===== config.mk =====
export PLATFORM = sky130hd
export DESIGN_NAME = epoch_seconds_to_calendar_top_flat
export DESIGN_NICKNAME = d
export VERILOG_FILES = /design/src/sv/epcal_pkg.sv /design/src/sv/epcal_if.sv /design/src/sv/epcal_sub_unit.sv /design/src/sv/epcal_core.sv /design/src/sv/epoch_seconds_to_calendar_top.sv /design/src/flat_wrapper.sv
export SDC_FILE = /design/constraint.sdc
export NUM_CORES = 1
export LEC_CHECK = 0
export BUFFER_PORTS_ARGS = -buffer_cell sky130_fd_sc_hd__buf_2
export CAP_MARGIN = 20
export CELL_PAD_IN_SITES_DETAIL_PLACEMENT = 0
export CELL_PAD_IN_SITES_GLOBAL_PLACEMENT = 1
export CORE_ASPECT_RATIO = 0.6
export CORE_MARGIN = 2
export CORE_UTILIZATION = 52
export CTS_CLUSTER_SIZE = 20
export DETAILED_ROUTE_END_ITERATION = 12
export PLACE_DENSITY = 0.81
export SETUP_SLACK_MARGIN = 0.5
export SYNTH_ARGS = -nofsm -noshare
export SYNTH_HDL_FRONTEND = slang
export SYNTH_SLANG_ARGS = --single-unit

===== constraint.sdc =====
create_clock -name clock -period 10.8 [get_ports clock]
set_input_delay 0.54 -clock clock [delete_from_list [all_inputs] [get_ports clock]]
set_output_delay 0.54 -clock clock [all_outputs]
set_load 0.03 [all_outputs]

===== src/sv/epcal_pkg.sv =====
package epcal_pkg;

   localparam int unsigned UnitWidth = 32;
   localparam int unsigned MulWidth  = 26;

   localparam logic [MulWidth-1:0] SecsPerDay  = 26'd86400;
   localparam logic [MulWidth-1:0] SecsPerHour = 26'd3600;
   localparam logic [MulWidth-1:0] SecsPerMin  = 26'd60;

   // Reciprocals rounded up, so that (x * recip) >> shift is the exact quotient for every
   // dividend the sequencer can present. The day dividend is the seconds shifted right by
   // seven, since 86400 is 128 * 675.
   localparam logic [MulWidth-1:0] DayRecip  = 26'd50903317;
   localparam logic [MulWidth-1:0] HourRecip = 26'd149131;
   localparam logic [MulWidth-1:0] MinRecip  = 26'd4370;
   localparam int unsigned DayShift  = 35;
   localparam int unsigned HourShift = 29;
   localparam int unsigned MinShift  = 18;

   localparam logic [11:0] BaseYear       = 12'd1970;
   localparam logic [6:0]  BaseYearMod100 = 7'd70;
   localparam logic [8:0]  BaseYearMod400 = 9'd370;
   localparam logic [6:0]  LastMod100     = 7'd99;
   localparam logic [8:0]  LastMod400     = 9'd399;

   localparam logic [8:0] LeapYearLen   = 9'd366;
   localparam logic [8:0] CommonYearLen = 9'd365;

   localparam logic [3:0] MonthJan = 4'd0;
   localparam logic [3:0] MonthFeb = 4'd1;
   localparam logic [3:0] MonthDec = 4'd11;

   // Steps of each division: quotient, back-multiply, remainder.
   localparam logic [1:0] PhaseRecip = 2'd0;
   localparam logic [1:0] PhaseBack  = 2'd1;
   localparam logic [1:0] PhaseSub   = 2'd2;

   typedef enum logic [2:0] {
      ST_IDLE,
      ST_DAYDIV,
      ST_HOURDIV,
      ST_MINDIV,
      ST_YEAR,
      ST_MONTH,
      ST_DONE
   } state_type;

   typedef struct packed {
      logic [11:0] year;
      logic [3:0]  month;
      logic [4:0]  day_of_month;
      logic [4:0]  hour;
      logic [5:0]  minute;
      logic [5:0]  second;
   } result_type;

   typedef struct packed {
      logic idle;
      logic done;
   } core_status_type;

   // Month length for a zero-based month index.
   function automatic logic [8:0] month_len(input logic [3:0] m, input logic leap);
      logic [8:0] len;
      case (m)
         4'd0:    len = 9'd31;
         4'd1:    len = leap ? 9'd29 : 9'd28;
         4'd2:    len = 9'd31;
         4'd3:    len = 9'd30;
         4'd4:    len = 9'd31;
         4'd5:    len = 9'd30;
         4'd6:    len = 9'd31;
         4'd7:    len = 9'd31;
         4'd8:    len = 9'd30;
         4'd9:    len = 9'd31;
         4'd10:   len = 9'd30;
         4'd11:   len = 9'd31;
         default: len = 9'd31;
      endcase
      return len;
   endfunction

endpackage


===== src/sv/epcal_if.sv =====
interface epcal_req_if;
   logic        valid;
   logic        ready;
   logic [31:0] epoch_seconds;

   modport source (output valid, output epoch_seconds, input ready);
   modport sink (input valid, input epoch_seconds, output ready);
endinterface

interface epcal_rsp_if;
   logic        valid;
   logic        ready;
   logic [11:0] year;
   logic [3:0]  month;
   logic [4:0]  day_of_month;
   logic [4:0]  hour;
   logic [5:0]  minute;
   logic [5:0]  second;

   modport source (
      output valid, output year, output month, output day_of_month,
      output hour, output minute, output second, input ready
   );
   modport sink (
      input valid, input year, input month, input day_of_month,
      input hour, input minute, input second, output ready
   );
endinterface


===== src/sv/epcal_sub_unit.sv =====
module epcal_sub_unit
   import epcal_pkg::*;
(
   input  logic [UnitWidth-1:0] a,
   input  logic [UnitWidth-1:0] b,
   output logic                 ge,
   output logic [UnitWidth-1:0] diff
);

   logic [UnitWidth:0] wide_diff;

   // The borrow out of the subtraction doubles as the compare result.
   assign wide_diff = {1'b0, a} - {1'b0, b};
   assign ge        = ~wide_diff[UnitWidth];
   assign diff      = wide_diff[UnitWidth-1:0];

endmodule


===== src/sv/epcal_core.sv =====
module epcal_core
   import epcal_pkg::*;
(
   input  logic            clock,
   input  logic            reset,
   input  logic            start,
   input  logic [31:0]     epoch_seconds,
   input  logic            take,
   output core_status_type status,
   output result_type      result
);

   state_type state_ff, state_in;

   logic [31:0]          q_ff, q_in;
   logic [UnitWidth-1:0] rem_ff, rem_in;
   logic [31:0]          prod_ff, prod_in;
   logic [1:0]           phase_ff, phase_in;
   logic [15:0]          days_ff, days_in;
   logic [11:0]          year_ff, year_in;
   logic [6:0]           mod100_ff, mod100_in;
   logic [8:0]           mod400_ff, mod400_in;
   logic [3:0]           month_ff, month_in;
   logic [4:0]           hour_ff, hour_in;
   logic [5:0]           minute_ff, minute_in;
   logic [5:0]           second_ff, second_in;

   logic [UnitWidth-1:0]  unit_a, unit_b, unit_diff;
   logic                  unit_ge;
   logic [MulWidth-1:0]   mul_a, mul_b;
   logic [2*MulWidth-1:0] mul_p;
   logic                  leap;
   logic [8:0]            year_len;

   epcal_sub_unit u_sub (
      .a    (unit_a),
      .b    (unit_b),
      .ge   (unit_ge),
      .diff (unit_diff)
   );

   // One multiplier serves every quotient and back-multiply step.
   assign mul_p = {{MulWidth{1'b0}}, mul_a} * {{MulWidth{1'b0}}, mul_b};

   assign leap     = (year_ff[1:0] == 2'b00) && ((mod100_ff != 7'd0) || (mod400_ff == 9'd0));
   assign year_len = leap ? LeapYearLen : CommonYearLen;

   always_comb begin
      state_in = state_ff;
      case (state_ff)
         ST_IDLE:    if (start) state_in = ST_DAYDIV;
         ST_DAYDIV:  if (phase_ff == PhaseSub) state_in = ST_HOURDIV;
         ST_HOURDIV: if (phase_ff == PhaseSub) state_in = ST_MINDIV;
         ST_MINDIV:  if (phase_ff == PhaseSub) state_in = ST_YEAR;
         ST_YEAR:    if (!unit_ge) state_in = ST_MONTH;
         ST_MONTH:   if (!unit_ge || month_ff == MonthDec) state_in = ST_DONE;
         ST_DONE:    if (take) state_in = ST_IDLE;
         default:    state_in = ST_IDLE;
      endcase
   end

   always_comb begin
      q_in      = q_ff;
      rem_in    = rem_ff;
      prod_in   = prod_ff;
      phase_in  = phase_ff;
      days_in   = days_ff;
      year_in   = year_ff;
      mod100_in = mod100_ff;
      mod400_in = mod400_ff;
      month_in  = month_ff;
      hour_in   = hour_ff;
      minute_in = minute_ff;
      second_in = second_ff;
      unit_a    = q_ff;
      unit_b    = prod_ff;
      mul_a     = '0;
      mul_b     = '0;
      case (state_ff)
         ST_IDLE: begin
            if (start) begin
               q_in      = epoch_seconds;
               phase_in  = PhaseRecip;
               year_in   = BaseYear;
               mod100_in = BaseYearMod100;
               mod400_in = BaseYearMod400;
               month_in  = MonthJan;
            end
         end
         ST_DAYDIV: begin
            phase_in = phase_ff + 2'd1;
            case (phase_ff)
               PhaseRecip: begin
                  // The low seven bits cannot change the day count.
                  mul_a   = {1'b0, q_ff[31:7]};
                  mul_b   = DayRecip;
                  days_in = mul_p[DayShift +: 16];
               end
               PhaseBack: begin
                  mul_a   = {10'b0, days_ff};
                  mul_b   = SecsPerDay;
                  prod_in = mul_p[31:0];
               end
               default: begin
                  // The seconds of the day become the next dividend.
                  q_in     = unit_diff;
                  phase_in = PhaseRecip;
               end
            endcase
         end
         ST_HOURDIV: begin
            phase_in = phase_ff + 2'd1;
            case (phase_ff)
               PhaseRecip: begin
                  mul_a   = {9'b0, q_ff[16:0]};
                  mul_b   = HourRecip;
                  hour_in = mul_p[HourShift +: 5];
               end
               PhaseBack: begin
                  mul_a   = {21'b0, hour_ff};
                  mul_b   = SecsPerHour;
                  prod_in = mul_p[31:0];
               end
               default: begin
                  q_in     = unit_diff;
                  phase_in = PhaseRecip;
               end
            endcase
         end
         ST_MINDIV: begin
            phase_in = phase_ff + 2'd1;
            case (phase_ff)
               PhaseRecip: begin
                  mul_a     = {14'b0, q_ff[11:0]};
                  mul_b     = MinRecip;
                  minute_in = mul_p[MinShift +: 6];
               end
               PhaseBack: begin
                  mul_a   = {20'b0, minute_ff};
                  mul_b   = SecsPerMin;
                  prod_in = mul_p[31:0];
               end
               default: begin
                  second_in = unit_diff[5:0];
                  rem_in    = {16'b0, days_ff};
                  phase_in  = PhaseRecip;
               end
            endcase
         end
         ST_YEAR: begin
            unit_a = rem_ff;
            unit_b = {23'b0, year_len};
            if (unit_ge) begin
               rem_in    = unit_diff;
               year_in   = year_ff + 12'd1;
               mod100_in = (mod100_ff == LastMod100) ? 7'd0 : mod100_ff + 7'd1;
               mod400_in = (mod400_ff == LastMod400) ? 9'd0 : mod400_ff + 9'd1;
            end
         end
         ST_MONTH: begin
            unit_a = rem_ff;
            unit_b = {23'b0, month_len(month_ff, leap)};
            if (unit_ge && month_ff != MonthDec) begin
               rem_in   = unit_diff;
               month_in = month_ff + 4'd1;
            end
         end
         default: begin
         end
      endcase
   end

   always_ff @(posedge clock) begin
      if (reset) begin
         state_ff <= ST_IDLE;
      end else begin
         state_ff <= state_in;
      end
   end

   always_ff @(posedge clock) begin
      q_ff      <= q_in;
      rem_ff    <= rem_in;
      prod_ff   <= prod_in;
      phase_ff  <= phase_in;
      days_ff   <= days_in;
      year_ff   <= year_in;
      mod100_ff <= mod100_in;
      mod400_ff <= mod400_in;
      month_ff  <= month_in;
      hour_ff   <= hour_in;
      minute_ff <= minute_in;
      second_ff <= second_in;
   end

   assign status.idle = (state_ff == ST_IDLE);
   assign status.done = (state_ff == ST_DONE);

   // In the done state the running remainder is the zero-based day of the month.
   assign result.year         = year_ff;
   assign result.month        = month_ff + 4'd1;
   assign result.day_of_month = rem_ff[4:0] + 5'd1;
   assign result.hour         = hour_ff;
   assign result.minute       = minute_ff;
   assign result.second       = second_ff;

endmodule


===== src/sv/epoch_seconds_to_calendar_top.sv =====
// A shared multiplier and compare-subtract unit do three reciprocal divisions in nine steps,
// then one step per whole year since 1970 (0 to 136) and per month before the result's
// month (0 to 11); a new beat is taken only once the sequencer is idle again.
// The result register lets the next beat be accepted while a result waits.
// Reset is synchronous and active high; it idles the sequencer and empties the output.
module epoch_seconds_to_calendar_top
   import epcal_pkg::*;
(
   input  logic        clock,
   input  logic        reset,
   epcal_req_if.sink   req,
   epcal_rsp_if.source rsp
);

   core_status_type status;
   result_type      core_result;
   logic            start;
   logic            take;
   logic            out_free;

   logic       rsp_valid_ff, rsp_valid_in;
   result_type rsp_data_ff, rsp_data_in;

   assign req.ready = status.idle;
   assign start     = req.valid && req.ready;
   assign out_free  = !rsp_valid_ff || rsp.ready;
   assign take      = status.done && out_free;

   epcal_core u_core (
      .clock         (clock),
      .reset         (reset),
      .start         (start),
      .epoch_seconds (req.epoch_seconds),
      .take          (take),
      .status        (status),
      .result        (core_result)
   );

   always_comb begin
      rsp_valid_in = rsp_valid_ff;
      rsp_data_in  = rsp_data_ff;
      if (take) begin
         rsp_valid_in = 1'b1;
         rsp_data_in  = core_result;
      end else if (rsp.ready) begin
         rsp_valid_in = 1'b0;
      end
   end

   always_ff @(posedge clock) begin
      if (reset) begin
         rsp_valid_ff <= 1'b0;
      end else begin
         rsp_valid_ff <= rsp_valid_in;
      end
   end

   always_ff @(posedge clock) begin
      rsp_data_ff <= rsp_data_in;
   end

   assign rsp.valid        = rsp_valid_ff;
   assign rsp.year         = rsp_data_ff.year;
   assign rsp.month        = rsp_data_ff.month;
   assign rsp.day_of_month = rsp_data_ff.day_of_month;
   assign rsp.hour         = rsp_data_ff.hour;
   assign rsp.minute       = rsp_data_ff.minute;
   assign rsp.second       = rsp_data_ff.second;

   a_busy_after_accept: assert property (@(posedge clock) disable iff (reset)
      req.valid && req.ready |=> !req.ready)
      else $error("input accepted again while a conversion is running");

   a_date_range: assert property (@(posedge clock) disable iff (reset)
      rsp.valid |-> rsp.month >= 4'd1 && rsp.month <= 4'd12 &&
                    rsp.day_of_month >= 5'd1 && rsp.year >= 12'd1970 &&
                    rsp.year <= 12'd2106)
      else $error("calendar date out of range");

   a_time_range: assert property (@(posedge clock) disable iff (reset)
      rsp.valid |-> rsp.hour < 5'd24 && rsp.minute < 6'd60 && rsp.second < 6'd60)
      else $error("time of day out of range");

   a_done_waits: assert property (@(posedge clock) disable iff (reset)
      status.done && !out_free |=> status.done)
      else $error("result left the sequencer while the output was full");

endmodule


===== src/flat_wrapper.sv =====
// flat-port wrapper written by rule: the top's interface ports become plain ports
module epoch_seconds_to_calendar_top_flat import epcal_pkg::*;
  (clock, reset, req_valid, req_epoch_seconds, req_ready, rsp_valid, rsp_year, rsp_month, rsp_day_of_month, rsp_hour, rsp_minute, rsp_second, rsp_ready);
  epcal_req_if req_i ();
  epcal_rsp_if rsp_i ();
  input  logic clock;
  input  logic reset;
  input wire logic [$bits(req_i.valid)-1:0] req_valid;
  input wire logic [$bits(req_i.epoch_seconds)-1:0] req_epoch_seconds;
  output wire logic [$bits(req_i.ready)-1:0] req_ready;
  output wire logic [$bits(rsp_i.valid)-1:0] rsp_valid;
  output wire logic [$bits(rsp_i.year)-1:0] rsp_year;
  output wire logic [$bits(rsp_i.month)-1:0] rsp_month;
  output wire logic [$bits(rsp_i.day_of_month)-1:0] rsp_day_of_month;
  output wire logic [$bits(rsp_i.hour)-1:0] rsp_hour;
  output wire logic [$bits(rsp_i.minute)-1:0] rsp_minute;
  output wire logic [$bits(rsp_i.second)-1:0] rsp_second;
  input wire logic [$bits(rsp_i.ready)-1:0] rsp_ready;
  assign req_i.valid = req_valid;
  assign req_i.epoch_seconds = req_epoch_seconds;
  assign req_ready = req_i.ready;
  assign rsp_valid = rsp_i.valid;
  assign rsp_year = rsp_i.year;
  assign rsp_month = rsp_i.month;
  assign rsp_day_of_month = rsp_i.day_of_month;
  assign rsp_hour = rsp_i.hour;
  assign rsp_minute = rsp_i.minute;
  assign rsp_second = rsp_i.second;
  assign rsp_i.ready = rsp_ready;
  epoch_seconds_to_calendar_top u_core (.clock(clock), .reset(reset), .req(req_i), .rsp(rsp_i));
endmodule

== Word level (Yosys, flattened, before mapping) ==
Index checks and enable logic that the tools add are counted.

* Register bits after elaboration: 205
* Input port bits: 36
* Output and inout bits: 40
* Word-level logic and storage cells: 140

* $add $sub $neg: 7
* Multiply operators: 1
* Eq/ne operators: 28
* Mux-type cells: 47
* Bitwise operators: 2
* Reductions and logical operators: 35

{| class="wikitable"
|+ Operators with widths
! operator !! number
|-
| 32-bit two-way mux || 6
|-
| 32-bit case mux with 2 select lines || 2
|-
| 32-bit case mux with 3 select lines || 1
|-
| 26-bit case mux with 3 select lines || 1
|-
| 25-bit case mux with 3 select lines || 1
|-
| 26-bit case mux with 2 select lines || 1
|-
| 26-bit by 26-bit multiplier with 51-bit output || 1
|-
| 25-bit case mux with 2 select lines || 1
|-
| 12-bit case mux with 2 select lines || 2
|-
| 18-bit case mux with 2 select lines || 1
|-
| 17-bit case mux with 2 select lines || 1
|-
| 32-bit by 32-bit subtractor with 33-bit output || 1
|-
| 9-bit two-way mux || 3
|-
| 13-bit case mux with 2 select lines || 1
|-
| 12-bit two-way mux || 2
|-
| 3-bit two-way mux || 7
|-
| 7-bit two-way mux || 3
|-
| 3-bit case mux with 7 select lines || 1
|-
| 2-bit != test (second input constant) || 9
|-
| 9-bit case mux with 2 select lines || 1
|-
| 7-bit case mux with 2 select lines || 1
|-
| 12-bit by 1-bit adder with 12-bit output (second input constant) || 1
|-
| 4-bit equality test (second input constant) || 3
|-
| 2-bit AND reduction || 6
|-
| other kinds (38) || 63
|}

== Logic depth before layout (Yosys ltp) ==
Gate-level depths: netlist (run 1).

* Depth after elaboration: 11
* Gate-level depth with buffers: 35
* Mapped depth without buffers: 33

== Hierarchy ==
From an unflattened synthesis (run 1), not the netlist that was laid out.

* Cells, all modules: 2956
* Area total of the unflattened synthesis: 28043.1 µm²

{| class="wikitable"
|+ By module, submodules not included
! module !! times used !! cells each !! area each (µm²) !! seq. area each (µm²)
|-
| epcal_core || 1 || 2636 || 24926.4 || 4954.8
|-
| epcal_sub_unit || 1 || 276 || 1914.3 || 0.0
|-
| epoch_seconds_to_calendar_top || 1 || 44 || 1202.4 || 1161.1
|}

== Worst setup path before layout (run 1) ==
No wires, ideal clock.

* Path type: register to register
* Start point: register u_core.u_core.state_ff[0]
* End point: register u_core.u_core.days_ff[10] (data pin)
* Library setup time: 0.263 ns
* Data arrival time: 8.098 ns
* Required time: 10.537 ns
* Slack: 2.439 ns
* Cell stages (with the launch flop): 31
* Cells stage by stage: dfxtp_1 nor2b_1 clkbuf_1 nor2b_1 nand2_1 inv_1 buf_2 buf_2 buf_1 nand2_1 fa_1 fa_1 inv_1 fa_1 fa_1 fa_1 fa_1 inv_1 fa_1 inv_1 ha_1 nand2_1 nor2_1 and4_1 o211ai_1 a31o_2 o21ai_2 a41oi_2 o211ai_1 a31oi_1 xnor2_1

* Cells in the longest elaborated chain, start to end: 3
* Elaborated cells on any way between the ends: 6
* Classes of those cells: mul (1); eq/ne (3); mux (2)

{| class="wikitable"
|+ Ends and longest elaborated chain
! what !! RTL line !! text
|-
| from (decl) || epcal_core.sv:13 || <nowiki>state_type state_ff, state_in;</nowiki>
|-
| from (signal assigned) || epcal_core.sv:177 || <nowiki>state_ff <= state_in;</nowiki>
|-
| 3-bit by 2-bit equality test with 1-bit output or 3-bit by 1-bit equality test with 1-bit output (tied branches) || epcal_core.sv:79 || <nowiki>case (state_ff)</nowiki>
|-
| 25-bit case mux with 3 select lines or 26-bit case mux with 3 select lines (tied branches) || epcal_core.sv:79 ||
|-
| 26-bit by 26-bit multiplier with 51-bit output * || epcal_core.sv:43 || <nowiki>assign mul_p = {{MulWidth{1'b0}}, mul_a} * {{MulWidth{1'b0}}, mul_b};</nowiki>
|-
| named net u_core.u_core.mul_p[45] || epcal_core.sv:31 || <nowiki>logic [2*MulWidth-1:0] mul_p;</nowiki>
|-
| to (signal assigned) || epcal_core.sv:186 || <nowiki>days_ff <= days_in;</nowiki>
|-
| to (decl) || epcal_core.sv:19 || <nowiki>logic [15:0] days_ff, days_in;</nowiki>
|}

Mark *: on every way through the listed nets, which the timed path passes. The rest lies on a longest branch.
A chain may end at the register's enable or synchronous reset.

== Final worst setup path (run 1) ==
* Start point: register u_core.u_core.phase_ff[0]
* End point: register u_core.u_core.days_ff[14] (data pin)

* Cells in the longest elaborated chain, start to end: 4
* Elaborated cells on any way between the ends: 11
* Classes of those cells: mul (1); eq/ne (1); mux (8); reduce/logical (1)

{| class="wikitable"
|+ Ends and longest elaborated chain
! what !! RTL line !! text
|-
| from (decl) || epcal_core.sv:18 || <nowiki>logic [1:0] phase_ff, phase_in;</nowiki>
|-
| from (signal assigned) || epcal_core.sv:185 || <nowiki>phase_ff <= phase_in;</nowiki>
|-
| 2-bit by 1-bit equality test with 1-bit output or 2-bit logical NOT (tied branches) || epcal_core.sv:92, epcal_core.sv:113, epcal_core.sv:132 ||
|-
| 12-bit case mux with 2 select lines, or another cell as far along || epcal_core.sv:132 || <nowiki>case (phase_ff)</nowiki>
|-
| 25-bit case mux with 3 select lines or 26-bit case mux with 3 select lines (tied branches) || epcal_core.sv:79 ||
|-
| 26-bit by 26-bit multiplier with 51-bit output * || epcal_core.sv:43 ||
|-
| named net u_core.u_core.mul_p[49] || epcal_core.sv:31 ||
|}

Marked as above.

==> results of run 1 <==
## worst max path at each step
| stage | start | endpoint | slack, ps | cells past startpoint |
|---|---|---|---|---|
| floorplan | u_core.u_core.state_ff[0] | u_core.u_core.days_ff[10] | 2440 | 30 |
| detailed placement | u_core.u_core.phase_ff[0] | u_core.u_core.days_ff[10] | 810 | 31 |
| finish | u_core.u_core.phase_ff[0] | u_core.u_core.days_ff[14] | 860 | 30 |
| global route | u_core.u_core.phase_ff[0] | u_core.u_core.days_ff[10] | 540 | 32 |
| global placement | u_core.u_core.phase_ff[0] | u_core.u_core.days_ff[10] | 940 | 31 |
| CTS | u_core.u_core.phase_ff[0] | u_core.u_core.days_ff[10] | 770 | 31 |
## per-layer routing
| metal | up-vias | wire, um | global-route usage |
|---|---|---|---|
| met1 | 10267 | 41700 | 0.540 |
| met3 | 101 | 11100 | 0.0954 |
| li1 | 9088 | - | - |
| met4 | 0 | 1410 | 0.0452 |
| met5 | - | 0 | 0 |
| met2 | 1005 | 32800 | 0.429 |
## metrics by stage
step | util | area (um^2)
after floorplan | - | 27400
after global placement | 0.558 | 28600
after detailed placement | 0.558 | 28600
after CTS | 0.571 | 29300
after global routing | 0.571 | 29300
final | 0.571 | 29300
## cells by family (layout without fill, tap and decap cells)
family,count (synthesis),count (layout),share of synthesized area
AND/OR/NAND/NOR,720,720,0.116
buffers and inverters,734,801,0.102
XOR/XNOR,98,98,0.0315
other,2,54,0.000276
flip-flops,205,205,0.225
adder cells (fa/ha/maj),713,713,0.438
multiplexers,8,8,0.00313
AO/OA/AOI/OAI,342,342,0.0845
## sequential cells by signal (all words and copies together), names as in the netlist, 5 cells and up
register / count
u_core.u_core.prod_ff: 32
u_core.u_core.q_ff: 32
u_core.u_core.rem_ff: 32
u_core.u_core.days_ff: 16
u_core.rsp.year: 12
u_core.u_core.year_ff: 12
u_core.u_core.mod400_ff: 9
u_core.u_core.mod100_ff: 7
u_core.rsp.minute: 6
u_core.rsp.second: 6
u_core.u_core.minute_ff: 6
u_core.u_core.second_ff: 6
u_core.rsp.day_of_month: 5
u_core.rsp.hour: 5
u_core.u_core.hour_ff: 5
## cell usage in the layout (no fill, tap or decap), drive strengths merged, types with 42 or more instances in the layout
| cell type | netlist | layout |
|---|---|---|
| edfxtp | 201 | 201 |
| o21ai | 95 | 95 |
| fa | 401 | 401 |
| a21oi | 80 | 80 |
| inv | 654 | 657 |
| xor2 | 51 | 51 |
| nor2 | 189 | 189 |
| ha | 312 | 312 |
| and3 | 42 | 42 |
| buf | 13 | 110 |
| conb | 2 | 53 |
| xnor2 | 47 | 47 |
| nand2 | 343 | 343 |
## what timing repair did
action                                  in CTS  in global routing
endpoints found under the setup margin       0                  5
hold buffers                                 0                  0
buffers inserted                             0                  1
gates resized for setup                      0                  2
## layout make-up
type	count	area (um^2)	share of cell area
Inverter	654	2450	0.0837
Multi-Input combinational cell	1934	18600	0.633
Sequential cell	205	6120	0.209
Timing Repair Buffer	110	638	0.0218
Clock buffer	24	537	0.0183
Antenna cell	1	2.50	0.0000853
Clock inverter	13	146	0.00499
Tap cell	693	867	0.0296
==> results.tsv, run 1 <==
metric	value	unit
antenna violations before repair	5	
CORE AREA	51300	um^2
fin crit share	0.921	
cell total after placement	3595	
CTS tree	yes	
Slew Limit Fails	0	
Top Family by Delay on Critical Path	adder cells	
Max-Cap Viols	0	
Routed WL per cell	23.9	um
r2r setup slk	860	ps
GRT overflow	0	
async set-reset flop share out of synthesis	0	
Max-slew headroom	0.278	
Sink Count	205	
Hold Crit Start	reset	
Clock Path Buffers	3	
Commonest cells post-synth	654 x inv_1, 401 x fa_1, 343 x nand2_1	
unrepaired setup endpoints after global routing	false	
CP bufs+invs	6	
die area	54300	um^2
critical path's most frequent cell	fa_1	
cell area after synthesis	27200	um^2
worst skew pair latency	540	ps
Yosys top cell area share	0.295	
WL final	87000	um
fin worst setup slack	857	ps
setup violators final	0	
Reg-to-Reg Start	u_core.u_core.phase_ff[0]	
worst-margin pin slew	1080	ps
vias in the first global route	20444	
max frequency	101	MHz
post-synthesis cell type with the largest combined area	fa_1	
gr usage total	0.329	
Post-Syn Area per Cell	9.65	um^2
synth warn	0	
post-route minimum period	9940	ps
# rows	64	
sum of negative setup slack	0	ps
routability cong.	1.02	
Initial Util	0.530	
layout cell share with drive strength beyond 1	0.0616	
Critical Path Sink Type	flop	
Worst R2R End	u_core.u_core.days_ff[14]	
worst r2r path cells	30	
first-pass GRT wire length	131000	um
crit-path max FO	32	
first-pass detailed-route iteration total	7	
Largest stage delay, worst path	600	ps
worst endpoint required time	11080	ps
Num CTS Buffers	21	
Worst Hold Class	input pin to flop	
Synth-to-Final Area Change	7.75	%
Slowest-stage cell, CP	fa_1	
clk slew on worst S/H paths	70	ps
Worst Hold Endpoint	u_core.u_core.state_ff[1]	
EDFF count, synth	201	
pre-CTS WS	815	ps
Worst Path Arrival	10220	ps
# IOs	76	
Root Buffer	clkbuf_16	
synth unique cells	68	
hold path cells	2	
Post-Syn Instances	2822	
post-synthesis sequential area ratio	0.225	
nets	3675	
die width	299	um
Fin. Hold Viols	0	
top cells by area, synth	fa_1 29%, edfxtp_1 22%, ha_1 14%	
DIE HEIGHT	181	um
Main synth FF type	edfxtp_1	
1st-iter DRT viols	2211	
WS Path Type	flop to flop	
Avg Vias per Cell	5.63	
PortBufs	75	
startpoint type of the worst setup path	flop	
ANT nets after route	0	
HPWL after detailed placement	72800	um
clk_skew	16.6	ps
largest net degree at the start of global routing	67	
vias after detailed routing	20461	
Yosys reg bits	205	
Filler cells	4667	
Hold Slack	244	ps
H-tree Lvls	1	
status	finished, final reports clean	
Finished Layout Cells	3634	
most numerous cell in the Yosys netlist	inv_1	
Residual DRC	0	
Power of run 1 is not shown: default switching activity piles up to over one toggle a cycle in this logic, so the estimate is an artifact.
==> run 2, diff against run 1 <==
PLACE_DENSITY = not set   (was 0.81)
PLACE_DENSITY_LB_ADDON = 0.1   (was not set)
==> run 2 against run 1 <==
Compared with the run above: register-to-register slack gained 60 ps; first-iteration DRC count grew 1.8%; clock skew grew 3.4 ps; via count shrank 2.6%; final cell count shrank 0.22%; maximum frequency grew 0.57%; clock-buffer cell count shrank 1; non-clock buffer count shrank 7; sequential share of layout area grew 0.051 points; critical endpoint unchanged.
==> results.tsv, run 2 (synthesized netlist as in run 1, its figures left out) <==
metric	value	unit	change
CP bufs+invs	5		-1
Hold Crit Start	reset		
commonest non-fill, non-tap cell in the layout	inv_1		
design area	29300	um^2	-0.24%
Critical Path Sink Type	flop		
routability cong.	1.05		+3.4%
worst r2r path cells	28		-6.7%
top flop regs	u_core.u_core.prod_ff: 32 flops, u_core.u_core.q_ff: 32 flops, u_core.u_core.rem_ff: 32 flops		
Worst Hold Class	input pin to flop		
worst-margin pin slew	1140	ps	+54.5 ps
Max-Cap Viols	0		unchanged
H-tree Lvls	1		unchanged
Clock Path Buffers	3		unchanged
Reg-to-Reg Start	u_core.u_core.state_ff[1]		
post-route minimum period	9890	ps	-56.4 ps
Avg Vias per Cell	5.50		-2.4%
CP Launch Point	u_core.u_core.state_ff[1]		
unrepaired setup endpoints after global routing	false		
vias in the first global route	20050		-1.9%
critical path's most frequent cell	fa_1		
die width	299	um	unchanged
Root Buffer	clkbuf_16		
most frequent cells in the layout	653 x inv_1, 401 x fa_1, 343 x nand2_1		
Top Family by Delay on Critical Path	adder cells		
nets	3668		-0.19%
vias after detailed routing	19933		-2.6%
setup violators final	0		unchanged
Worst Path Arrival	10170	ps	-50 ps
Final Util	0.570		-0.00139
Sink Count	205		unchanged
cts repair resizes	0		unchanged
PortBufs	75		unchanged
Synth-to-Final Area Change	7.49	%	
HPWL after detailed placement	70600	um	-3.0%
status	finished, final reports clean		
gr usage total	0.318		-0.0107
Max-slew headroom	0.237		-0.0414
crit-path max FO	18		-44%
first-pass detailed-route iteration total	9		+2
Slew Limit Fails	0		unchanged
sum of negative setup slack	0	ps	unchanged
# rows	64		unchanged
fin crit share	0.915		-0.00522
largest net degree at the start of global routing	68		+1.5%
# Post-CTS Setup Buffers	0		unchanged
# hold bufs at CTS	0		unchanged
worst endpoint required time	11090	ps	about the same
clk_skew	20.0	ps	+3.39 ps
Num CTS Buffers	21		unchanged
clk slew on worst S/H paths	70	ps	about the same
WL final	84100	um	-3.4%
Largest stage delay, worst path	760	ps	+160 ps
antenna violations before repair	4		-1
Routed WL per cell	23.2	um	-3.1%
CTS tree	yes		
Residual DRC	0		unchanged
DIE HEIGHT	181	um	unchanged
layout cell share with drive strength beyond 1	0.0587		-0.00290
max frequency	101	MHz	+0.57%
ANT nets after route	0		unchanged
first-pass GRT wire length	127000	um	-3.0%
1st-iter DRT viols	2250		+1.8%
Fin. Hold Viols	0		unchanged
worst skew pair latency	540	ps	about the same
WP depth	28		-6.7%
# IOs	76		unchanged
dpl cell area	28600	um^2	-0.17%
hold path cells	2		unchanged
WS Path Type	flop to flop		
Slowest-stage cell, CP	and2_1		
startpoint type of the worst setup path	flop		
CORE AREA	51300	um^2	unchanged
GRT overflow	0		unchanged
Initial Util	0.530		unchanged
die area	54300	um^2	unchanged
==> run 2: changes by cell type in the layout (fill, tap and decap cells not counted), moves of 2 or more <==
cell and change:
nor2_1 +2, clkinvlp_4 +3, nor2_2 -2, buf_4 -7
==> run 2: path summary, 6_finish.rpt <==
| path | to | slack, ps |
|---|---|---|
| worst min register to register | u_core.rsp.second[0] | 420 |
| worst max register to register | u_core.u_core.days_ff[14] | 910 |
| worst min-delay path | u_core.u_core.state_ff[2] | 270 |
| worst max-delay path | u_core.u_core.days_ff[14] | 910 |
==> run 2: routing by layer <==
| layer | vias up | share of wire | track usage |
|---|---|---|---|
| met5 | - | 0.00012 | 0 |
| met4 | 2 | 0.013 | 0.0402 |
| met3 | 73 | 0.13 | 0.127 |
| met2 | 844 | 0.38 | 0.413 |
| met1 | 9946 | 0.48 | 0.502 |
| li1 | 9068 | - | - |
==> run 2: metrics by stage <==
step / hold slack, ps / instances / setup slack (ps)
2_1_floorplan: 400 / 2873 / 2440
3_3_place_gp: 408 / 3589 / 1290
3_5_place_dp: 411 / 3589 / 1170
4_1_cts: 243 / 3625 / 1130
5_1_grt: 247 / 3625 / 506
6_report: 273 / 3626 / 913
==> run 2: area by class of cell <==
cell class | instances | area [um^2]
Clock buffer | 23 | 533
Antenna cell | 1 | 2.50
Fill cell | 4671 | 22100
Tap cell | 693 | 867
Clock inverter | 13 | 138
Multi-Input combinational cell | 1934 | 18600
Sequential cell | 205 | 6120
Inverter | 654 | 2450
Timing Repair Buffer | 103 | 586
==> run 2: worst register-to-register path: cells and delay by family, from the launching register on <==
family,cells,cell delay [ps]
and+or+nand+nor,5,2360
adders and majority gates,8,3830
DFF,1,410
AOI/OAI and AO/OA,9,2400
xor gates and xnor gates,1,90
buffers and inverters,5,550
Power of run 2 is left out for the same reason.
